File: src/sv/jcf_delay.sv
// fixed-length delay line with hold, used for side data travelling beside the units
`default_nettype none
module jcf_delay #(
    parameter int W = 8,
    parameter int N = 1
) (
    input  wire logic         aclk,
    input  wire logic         aresetn,
    input  wire logic         en,
    input  wire logic [W-1:0] d,
    output logic      [W-1:0] q
);
    logic [W-1:0] stage_reg [0:N-1];

    always_ff @(posedge aclk) begin
        if (!aresetn) begin
            for (int i = 0; i < N; i++) stage_reg[i] <= '0;
        end else if (en) begin
            stage_reg[0] <= d;
            for (int i = 1; i < N; i++) stage_reg[i] <= stage_reg[i-1];
        end
    end

    assign q = stage_reg[N-1];
endmodule
`default_nettype wire

File: config.mk
export PLATFORM = sky130hd
export DESIGN_NAME = jcf_delay
export DESIGN_NICKNAME = d
export VERILOG_FILES = /design/src/sv/jcf_delay.sv
export SDC_FILE = /design/constraint.sdc
export NUM_CORES = 1
export LEC_CHECK = 0
export BUFFER_PORTS_ARGS = -buffer_cell sky130_fd_sc_hd__buf_2
export CAP_MARGIN = 20
export CORE_AREA = 2 2 39 41
export CTS_CLUSTER_DIAMETER = 30
export DETAILED_ROUTE_END_ITERATION = 16
export DIE_AREA = 0 0 41 43
export SETUP_SLACK_MARGIN = 0.02
export SYNTH_ARGS = -nofsm -noshare
export SYNTH_HDL_FRONTEND = slang
export SYNTH_SLANG_ARGS = --single-unit
File: constraint.sdc
create_clock -name aclk -period 1.05 [get_ports aclk]
set_clock_uncertainty 0.15 [all_clocks]
set_input_delay 0 -clock aclk [delete_from_list [all_inputs] [get_ports aclk]]
set_output_delay 0 -clock aclk [all_outputs]
set_load 0.03 [all_outputs]
==> results of run 1 <==
-- Yosys cell counts --
cell / instances
and3_1: 8
edfxtp_1: 8
nand2b_1: 1
-- worst max-delay path: cells and delay by family --
kind	cells	cell delay, ps
buffers and inverters	2	700
and+or+nand+nor	1	160
-- what timing repair did --
item	CTS	global route
hold buffers	11	0
resized for setup	0	1
setup endpoints to repair	0	5
endpoints found under the hold margin	8	0
-- per-stage QoR --
| step | hold slack, ps | util (%) | instance area, um2 | instances | power, W |
|---|---|---|---|---|---|
| floorplan | 72.88 | - | 296.5 | 17 | 0.0004598 |
| global placement | 173.7 | 29.39 | 406.6 | 51 | 0.0005057 |
| detailed placement | 169.9 | 29.39 | 406.6 | 51 | 0.0005073 |
| CTS | 3.644 | 38.97 | 539.3 | 65 | 0.0007631 |
| global route | 6.601 | 38.43 | 531.8 | 64 | 0.0007968 |
| finish | -32.30 | 38.43 | 531.8 | 64 | 0.0007498 |
-- power by group through the flow --
stage | Clock (W) | Combinational [W] | Sequential, W
finish | 0.000220 | 0.000144 | 0.000385
global route | 0.000254 | 0.000157 | 0.000386
CTS | 0.000231 | 0.000147 | 0.000386
detailed placement | 0 | 0.000116 | 0.000392
global placement | 0 | 0.000114 | 0.000392
floorplan | 0 | 0.0000130 | 0.000447
-- path summary, 6_finish.rpt --
path  slack, ps  depth (start not counted)     from                             to
max          50                          3  aresetn  stage_reg[0][5]$_SDFFCE_PN0P_
min         -30                          2       en  stage_reg[0][5]$_SDFFCE_PN0P_
-- layer usage --
layer | track usage (%) | up-vias | wire, um | share of wire, %
met3 | 3.141 | 2 | 105 | 17
met5 | 0 | - | 0 | 0
li1 | - | 129 | - | -
met2 | 11.25 | 21 | 238 | 38
met1 | 10.47 | 100 | 262 | 42
met4 | 10.00 | 0 | 15 | 2.4
-- placed cells by master (no fill, tap or decap), drive strengths merged --
cell type      n
dlygate4sd3    9
edfxtp         8
nand2b         1
dlymetal6s4s   1
clkbuf         3
buf           18
and3           8
-- layout make-up --
type                            count  share of cell area, %
Multi-Input combinational cell      9                  10.59
Sequential cell                     8                  45.18
Clock buffer                        3                  4.235
Tap cell                           16                  3.765
Timing Repair Buffer               28                  36.24
-- cell families after synthesis --
logic type,share of synthesized area [%]
flops,81.01
simple gates,18.99
==> out/metrics.csv, run 1 <==
stage,metric,value,unit
timing,setup_violations,0,
detailed_routing,vias_per_cell,3.938,
global_routing,grt_max_degree,10,
power,p_comb_share,19.3,%
yosys,yosys_warnings,0,
floorplanning,rows,14,
detailed_routing,drc,0,
final_layout,antenna_cells,0,
detailed_routing,vias,252,
timing,tightestPinTransition,342.3,ps
yosys,synthesis.nets,28,
floorplanning,io_pins,19,
global_routing,first_global_vias,242,
yosys,seq_area_frac_synth,81.01,%
floorplanning,die_x,41,um
placed_design,portBuffers,18,
clock_tree,cts_sinks,8,
global_routing,grt_use_total,8.970,%
final_layout,nNetsFinal,61,
final_layout,regArea,240.2,um2
detailed_routing,drt_first_pass_iters,1,
power,power_leakage,0.2733,nW
detailed_routing,ant_nets,0,
critical_path,max_stage_delay,560,ps
power,switching_share,23.82,%
critical_path,start_kind,input pin,
clock_tree,cts_buffers,3,
timing,final.min_clock_period,1001,ps
yosys,yosys.area.top_type_share,81.01,%
clock_tree,clk_pin_slew_worst_paths,50,ps
global_routing,antenna_found_initial,0,
critical_path,end_kind,flip-flop,
floorplanning,initial_core_util,21.43,%
clock_tree,clockRootBuffer,clkbuf_4,
final_layout,multi_input_area,56.30,um2
timing,fin_crit_sh,95.33,%
job,maxCapViolCount,0,
critical_path,worstSetupPathType,in -> reg,
critical_path,critical_path_peak_fanout,9,
clock_tree,post_cts_buffers,0,
global_routing,grt.overflow.total,0,
final_layout,fill_cells,137,
floorplanning,dieArea,1763,um2
global_routing,grt_pass1_wl,972,um
detailed_routing,wl_per_cell,9.719,um
power,peakVddDrop,472.1,uV
critical_path,crit_chain,buf_2 > dlygate4sd3_1 > and3_1,
detailed_routing,drtIter0Drc,0,
power,p_int,0.0005712,W
power,pwr-share-clk,29.4,%
timing,slew_headroom,77.18,%
power,seq_power_share,51.4,%
yosys,syn_inst,17,
timing,hold_ws,-32.30,ps
clock_tree,cts_buffer_depth,2,
final_layout,drive_gt1_share,43.75,%
hold_path,hold_path_class,in -> reg,
timing,setup_ws,48.98,ps
yosys,syn_avg_cell_area,17.44,um2
final_layout,area_delta_synth_final,79.33,%
clock_tree,cts_tree,yes,
placed_design,place_congestion,0.7017,
yosys,yosys.area.top_type,edfxtp_1,
timing,fmax,999.0,MHz
timing,rsz0062_at_grt,no,
yosys,ys_top_cells_by_area,"edfxtp_1 (81%), and3_1 (17%), nand2b_1 (2.1%)",
floorplanning,die_h,43,um
timing,slew_violations,0,
critical_path,required,900,ps
yosys,syn_area,296.5,um2
placed_design,place_ws,92.52,ps
floorplanning,core,1384,um2
final_layout,largest_reg_flops,8,
clock_tree,cts_max_level,1,
yosys,synth.distinct_cells,3,
timing,fin_tns_setup,0,ps
yosys,synth_seq_cells,8,
outcome,status,finished with violations,
critical_path,cp.arrival,860,ps
power,power_density,1410,nW/um2
outcome,violations,negative hold slack,
timing,hold_viol,4,
power,power_switching,0.0001786,W
detailed_routing,routed_wl,622,um
critical_path,slowest_stage,dlygate4sd3_1,
(Power assumes the default switching activity.)
==> inputs of run 2 (changes only) <==
--- a/config.mk
+++ b/config.mk
@@ -7,10 +7,13 @@
 export LEC_CHECK = 0
 export BUFFER_PORTS_ARGS = -buffer_cell sky130_fd_sc_hd__buf_2
 export CAP_MARGIN = 20
-export CORE_AREA = 2 2 39 41
+export CELL_PAD_IN_SITES_DETAIL_PLACEMENT = 0
+export CELL_PAD_IN_SITES_GLOBAL_PLACEMENT = 2
+export CORE_MARGIN = 2
+export CORE_UTILIZATION = 22
 export CTS_CLUSTER_DIAMETER = 30
 export DETAILED_ROUTE_END_ITERATION = 16
-export DIE_AREA = 0 0 41 43
+export PLACE_DENSITY_LB_ADDON = 0.1
 export SETUP_SLACK_MARGIN = 0.02
 export SYNTH_ARGS = -nofsm -noshare
 export SYNTH_HDL_FRONTEND = slang
==> run 2 against run 1 <==
  * The flow now finishes without violations
  * Cell area shrank 4.5%
  * Critical path type unchanged
  * Sequential power about the same
  * Global-route usage fell by 0.69 points
  * Utilization grew 1.1 points
  * Highest routed layer is now met3
  * Via count down 7.5%
==> out/metrics.csv, run 2 (synthesis gave the netlist of run 1 again) <==
stage,metric,value,unit,change
outcome,status,"finished, final reports clean",,
clock_tree,cts_tree,yes,,
timing,rsz0062_at_grt,no,,
global_routing,grt_use_total,8.276,%,-0.69 points
detailed_routing,drt_first_pass_iters,4,,+3
timing,fin_tns_setup,0,ps,unchanged
critical_path,required,890,ps,about the same
floorplanning,core,1285,um2,-7.1%
timing,slew_headroom,78.54,%,+1.4 points
final_layout,final_cell_mix,"buf_2 (18), and3_1 (8), dlygate4sd3_1 (8), edfxtp_1 (8), clkbuf_4 (3)",,
detailed_routing,routed_wl,513,um,-18%
critical_path,end_kind,flip-flop,,
clock_tree,post_cts_buffers,0,,unchanged
power,fin_total_pwr,0.0007317,W,-2.4%
floorplanning,die_x,40.72,um,-0.70%
job,maxCapViolCount,0,,unchanged
final_layout,drive_gt1_share,45.65,%,+1.9 points
detailed_routing,vias,233,,-7.5%
clock_tree,cts_max_level,1,,unchanged
timing,final.min_clock_period,972.2,ps,-28.80 ps
detailed_routing,drc,0,,unchanged
global_routing,grt_pass1_wl,779,um,-20%
final_layout,antenna_cells,0,,unchanged
floorplanning,initial_core_util,23.08,%,+1.6 points
clock_tree,cts_sinks,8,,unchanged
detailed_routing,drtIter0Drc,1,,+1
global_routing,first_global_vias,218,,-9.9%
clock_tree,cts_buffer_depth,2,,unchanged
clock_tree,clockRootBuffer,clkbuf_4,,
detailed_routing,wl_per_cell,8.410,um,-13%
clock_tree,post_cts_resized,0,,unchanged
timing,tightestPinTransition,321.9,ps,-20.39 ps
critical_path,worstSetupPathType,in -> reg,,
placed_design,place_congestion,0.6175,,-12%
power,peakVddDrop,360.3,uV,-24%
placed_design,portBuffers,18,,unchanged
final_layout,largest_reg_flops,8,,unchanged
final_layout,nNetsFinal,59,,-3.3%
timing,setup_violations,0,,unchanged
clock_tree,cts_hold_buf,8,,-3
global_routing,antenna_found_initial,0,,unchanged
clock_tree,clk_pin_slew_worst_paths,50,ps,about the same
floorplanning,io_pins,19,,unchanged
power,power_density,1440,nW/um2,+2.2%
critical_path,cp.arrival,820,ps,-40 ps
timing,slew_violations,0,,unchanged
detailed_routing,vias_per_cell,3.820,,-3.0%
critical_path,start_kind,input pin,,
critical_path,critical_path_peak_fanout,1,,-8
clock_tree,cts_buffers,3,,unchanged
floorplanning,dieArea,1658,um2,-6.0%
power,power_leakage,0.2560,nW,-6.3%
global_routing,grt_max_degree,10,,unchanged
floorplanning,rows,13,,-1
final_layout,area_delta_synth_final,71.31,%,
final_layout,final_common_cell,buf_2,,
timing,hold_viol,0,,-4
floorplanning,die_h,40.72,um,-5.3%
hold_path,hold_path_class,in -> reg,,
timing,fin_crit_sh,92.59,%,-2.7 points
global_routing,grt.overflow.total,0,,unchanged
timing,fmax,1029,MHz,+3.0%
final_layout,fill_cells,137,,unchanged
detailed_routing,ant_nets,0,,unchanged
==> run 2: changes by cell type in the layout (fill, tap and decap cells not counted) <==
| cell | before | now |
|---|---|---|
| dlygate4sd3_1 | 9 | 8 |
| dlymetal6s4s_1 | 1 | 0 |
==> run 2: per-layer routing <==
metal / vias to the layer above / GRT usage [%] / routed length, um
met1: 92 / 8.966 / 231
met2: 16 / 11.11 / 218
met3: 0 / 1.630 / 64
met4: 0 / 12.50 / 0
li1: 125 / - / -
met5: - / 0 / 0
==> run 2: path summary, 6_finish.rpt <==
kind,from,cells past startpoint,to,slack [ps]
worst min-delay path,en,2,stage_reg[0][3]$_SDFFCE_PN0P_,7
worst max-delay path,d[2],3,stage_reg[0][2]$_SDFFCE_PN0P_,80
==> run 2: report_power, final <==
part	internal [W]	leakage, nW	total [W]	switching, W
clock network	0.000129	0.0138	0.000211	0.0000814
registers	0.000380	0.0860	0.000385	0.00000485
logic	0.0000558	0.156	0.000136	0.0000802
total	0.000565	0.256	0.000732	0.000166
==> run 2: per-stage QoR <==
| step | hold slack (ps) | worst slack [ps] | utilization (%) | std cells | instance area (um2) |
|---|---|---|---|---|---|
| 4_1_cts | 4.371 | 95.04 | 39.53 | 61 | 508.0 |
| 2_1_floorplan | 72.88 | 319.5 | - | 17 | 296.5 |
| 5_1_grt | 26.26 | 73.19 | 39.53 | 61 | 508.0 |
| 6_report | 6.961 | 77.78 | 39.53 | 61 | 508.0 |
| 3_3_place_gp | 181.9 | 125.0 | 31.55 | 50 | 405.4 |
| 3_5_place_dp | 171.8 | 88.05 | 31.55 | 50 | 405.4 |
==> run 2: area by class of cell <==
cell class              count  area [um2]  share of cell area, %
multi-input cells           9       56.30                  11.08
well taps                  15       18.77                  3.695
repair buffers             26       170.2                  33.50
clock buffers               3       22.52                  4.433
flip-flops and latches      8       240.2                  47.29
==> run 2: worst max-delay path, cell delays in order <==
cell	delay, ps
dlygate4sd3_1	530
buf_2	120
and3_1	170
==> inputs of run 3 (changes only) <==
--- a/config.mk
+++ b/config.mk
@@ -9,11 +9,12 @@
 export CAP_MARGIN = 20
 export CELL_PAD_IN_SITES_DETAIL_PLACEMENT = 0
 export CELL_PAD_IN_SITES_GLOBAL_PLACEMENT = 2
-export CORE_MARGIN = 2
-export CORE_UTILIZATION = 22
+export CORE_AREA = 2 2 39 41
 export CTS_CLUSTER_DIAMETER = 30
 export DETAILED_ROUTE_END_ITERATION = 16
+export DIE_AREA = 0 0 41 43
 export PLACE_DENSITY_LB_ADDON = 0.1
+export RECOVER_POWER = 50
 export SETUP_SLACK_MARGIN = 0.02
 export SYNTH_ARGS = -nofsm -noshare
 export SYNTH_HDL_FRONTEND = slang
==> constraint.sdc (replaced) <==
create_clock -name aclk -period 1.2 [get_ports aclk]
set_clock_uncertainty 0.15 [all_clocks]
set_input_delay 0 -clock aclk [delete_from_list [all_inputs] [get_ports aclk]]
set_output_delay 0 -clock aclk [all_outputs]
set_load 0.03 [all_outputs]
==> run 3 against run 2 <==
  * Sequential share of layout area fell by 1.8 points
  * Power decreased by 11%
  * Setup slack better by 110 ps
  * Utilization is 1.4 points lower
  * Highest routed layer unchanged
  * Hold slack improved by 7.4 ps
  * Critical endpoint is now stage_reg[0][1]$_SDFFCE_PN0P_
  * Largest cell class unchanged
  * Critical path type unchanged
==> out/metrics.csv, run 3 (synthesis gave the netlist of run 1 again) <==
stage,metric,value,unit,change
clock_tree,cts_buffer_depth,2,,unchanged
power,peakVddDrop,281.1,uV,-22%
detailed_routing,wl_met2,272,um,+25%
timing,tightestPinTransition,339.1,ps,+17.23 ps
global_routing,grt_max_degree,10,,unchanged
outcome,status,"finished, final reports clean",,
clock_tree,clk_pin_slew_worst_paths,50,ps,about the same
global_routing,grt_pass1_wl,938,um,+20%
floorplanning,die_x,41,um,+0.70%
power,power_density,1233,nW/um2,-14%
detailed_routing,drt_first_pass_iters,1,,-3
floorplanning,initial_core_util,21.43,%,-1.6 points
power,p_int,0.0004984,W,-12%
placed_design,place_congestion,0.6411,,+3.8%
hold_path,hold_path_class,in -> reg,,
timing,rsz0062_at_grt,no,,
final_layout,final_common_cell,buf_2,,
floorplanning,die_h,43,um,+5.6%
clock_tree,post_cts_buffers,0,,unchanged
floorplanning,dieArea,1763,um2,+6.4%
detailed_routing,wl_per_cell,8.938,um,+6.3%
final_layout,multi_input_area,56.30,um2,unchanged
clock_tree,clockRootBuffer,clkbuf_4,,
global_routing,antenna_found_initial,0,,unchanged
final_layout,antenna_cells,0,,unchanged
detailed_routing,vias,242,,+3.9%
job,maxCapViolCount,0,,unchanged
detailed_routing,drc,0,,unchanged
timing,slew_headroom,77.39,%,-1.1 points
detailed_routing,top_layer,met3,,
critical_path,critical_path_peak_fanout,9,,+8
power,seq_power_share,51.7,%,-0.9 points
clock_tree,cts_tree,yes,,
global_routing,grt.overflow.total,0,,unchanged
detailed_routing,vias_per_cell,3.781,,-1.0%
critical_path,required,1050,ps,+160 ps
timing,hold_viol,0,,unchanged
power,pwr-share-clk,29.3,%,+0.5 points
detailed_routing,wl_met1,234,um,+1.3%
power,power_switching,0.0001525,W,-8.4%
final_layout,regArea,240.2,um2,unchanged
floorplanning,core,1384,um2,+7.7%
global_routing,grt_use_total,9.553,%,+1.3 points
final_layout,final_cell_mix,"buf_2 (17), dlygate4sd3_1 (10), and3_1 (8), edfxtp_1 (8), clkbuf_4 (3)",,
power,power_leakage,0.2616,nW,+2.2%
timing,final.min_clock_period,1008,ps,
final_layout,drive_gt1_share,41.67,%,-4.0 points
critical_path,cp.arrival,860,ps,+40 ps
detailed_routing,routed_wl,572,um,+12%
timing,fmax,992.1,MHz,
detailed_routing,drtIter0Drc,0,,-1
clock_tree,cts_buffers,3,,unchanged
final_layout,nNetsFinal,61,,+3.4%
final_layout,largest_reg_flops,8,,unchanged
clock_tree,cts_sinks,8,,unchanged
final_layout,area_delta_synth_final,78.06,%,
timing,fin_tns_setup,0,ps,unchanged
critical_path,end_kind,flip-flop,,
power,p_comb_share,18.9,%,+0.3 points
final_layout,fill_cells,140,,+2.2%
floorplanning,io_pins,19,,unchanged
power,fin_total_pwr,0.0006510,W,-11%
timing,setup_violations,0,,unchanged
floorplanning,rows,14,,+1
timing,slew_violations,0,,unchanged
final_layout,final_util,38.16,%,-1.4 points
placed_design,portBuffers,18,,unchanged
clock_tree,cts_max_level,1,,unchanged
critical_path,start_kind,input pin,,
detailed_routing,route.met3.wl,66,um,+3.1%
detailed_routing,ant_nets,0,,unchanged
critical_path,worstSetupPathType,in -> reg,,
timing,fin_crit_sh,84.00,%,
global_routing,first_global_vias,233,,+6.9%
power,switching_share,23.43,%,+0.69 points
==> run 3: changes by cell type in the layout (fill, tap and decap cells not counted), sizes merged <==
cell         before  now
clkbuf            3    4
dlygate4sd3       8   10
buf              18   17
==> run 3: path summary, 6_finish.rpt <==
| check | slack (ps) | endpoint | from | cells past startpoint |
|---|---|---|---|---|
| worst max-delay path | 190 | stage_reg[0][1]$_SDFFCE_PN0P_ | en | 3 |
| worst min-delay path | 10 | stage_reg[0][1]$_SDFFCE_PN0P_ | aresetn | 2 |
==> run 3: critical path, cell delays in order <==
cell,delay [ps]
clkbuf_1,140
dlygate4sd3_1,580
and3_1,140
==> run 3: layout make-up <==
type	instances	area share [%]
Clock buffer	3	4.265
Multi-Input combinational cell	9	10.66
Tap cell	16	3.791
Sequential cell	8	45.50
Timing Repair Buffer	28	35.78
==> run 3: what timing repair did <==
action,in CTS,in global routing
hold endpoints to repair,8,0
hold buffers,10,0
resized for setup,0,0
==> run 3: power by group through the flow <==
stage               sequential, W  clock (W)  combinational (W)
finish                   0.000337   0.000191           0.000123
global route             0.000337   0.000235           0.000134
CTS                      0.000337   0.000200           0.000125
detailed placement       0.000342          0           0.000101
global placement         0.000341          0           0.000100
floorplan                0.000391          0          0.0000114
==> run 3: stage by stage <==
stage                     cell area [um2]  hold WS, ps  instances  worst slack (ps)
after detailed placement            406.6        178.1         51             238.9
after CTS                           529.3       0.4855         64             227.4
after global routing                528.0        28.48         64             170.6
final                               528.0        14.38         64             192.0
after global placement              406.6        183.9         51             271.7
after floorplan                     296.5        72.88         17             469.5
==> run 3: per-layer routing <==
layer	vias up	track usage, %
li1	129	-
met1	98	10.03
met2	15	10.63
met3	0	4.712
met4	0	14.00
met5	-	0
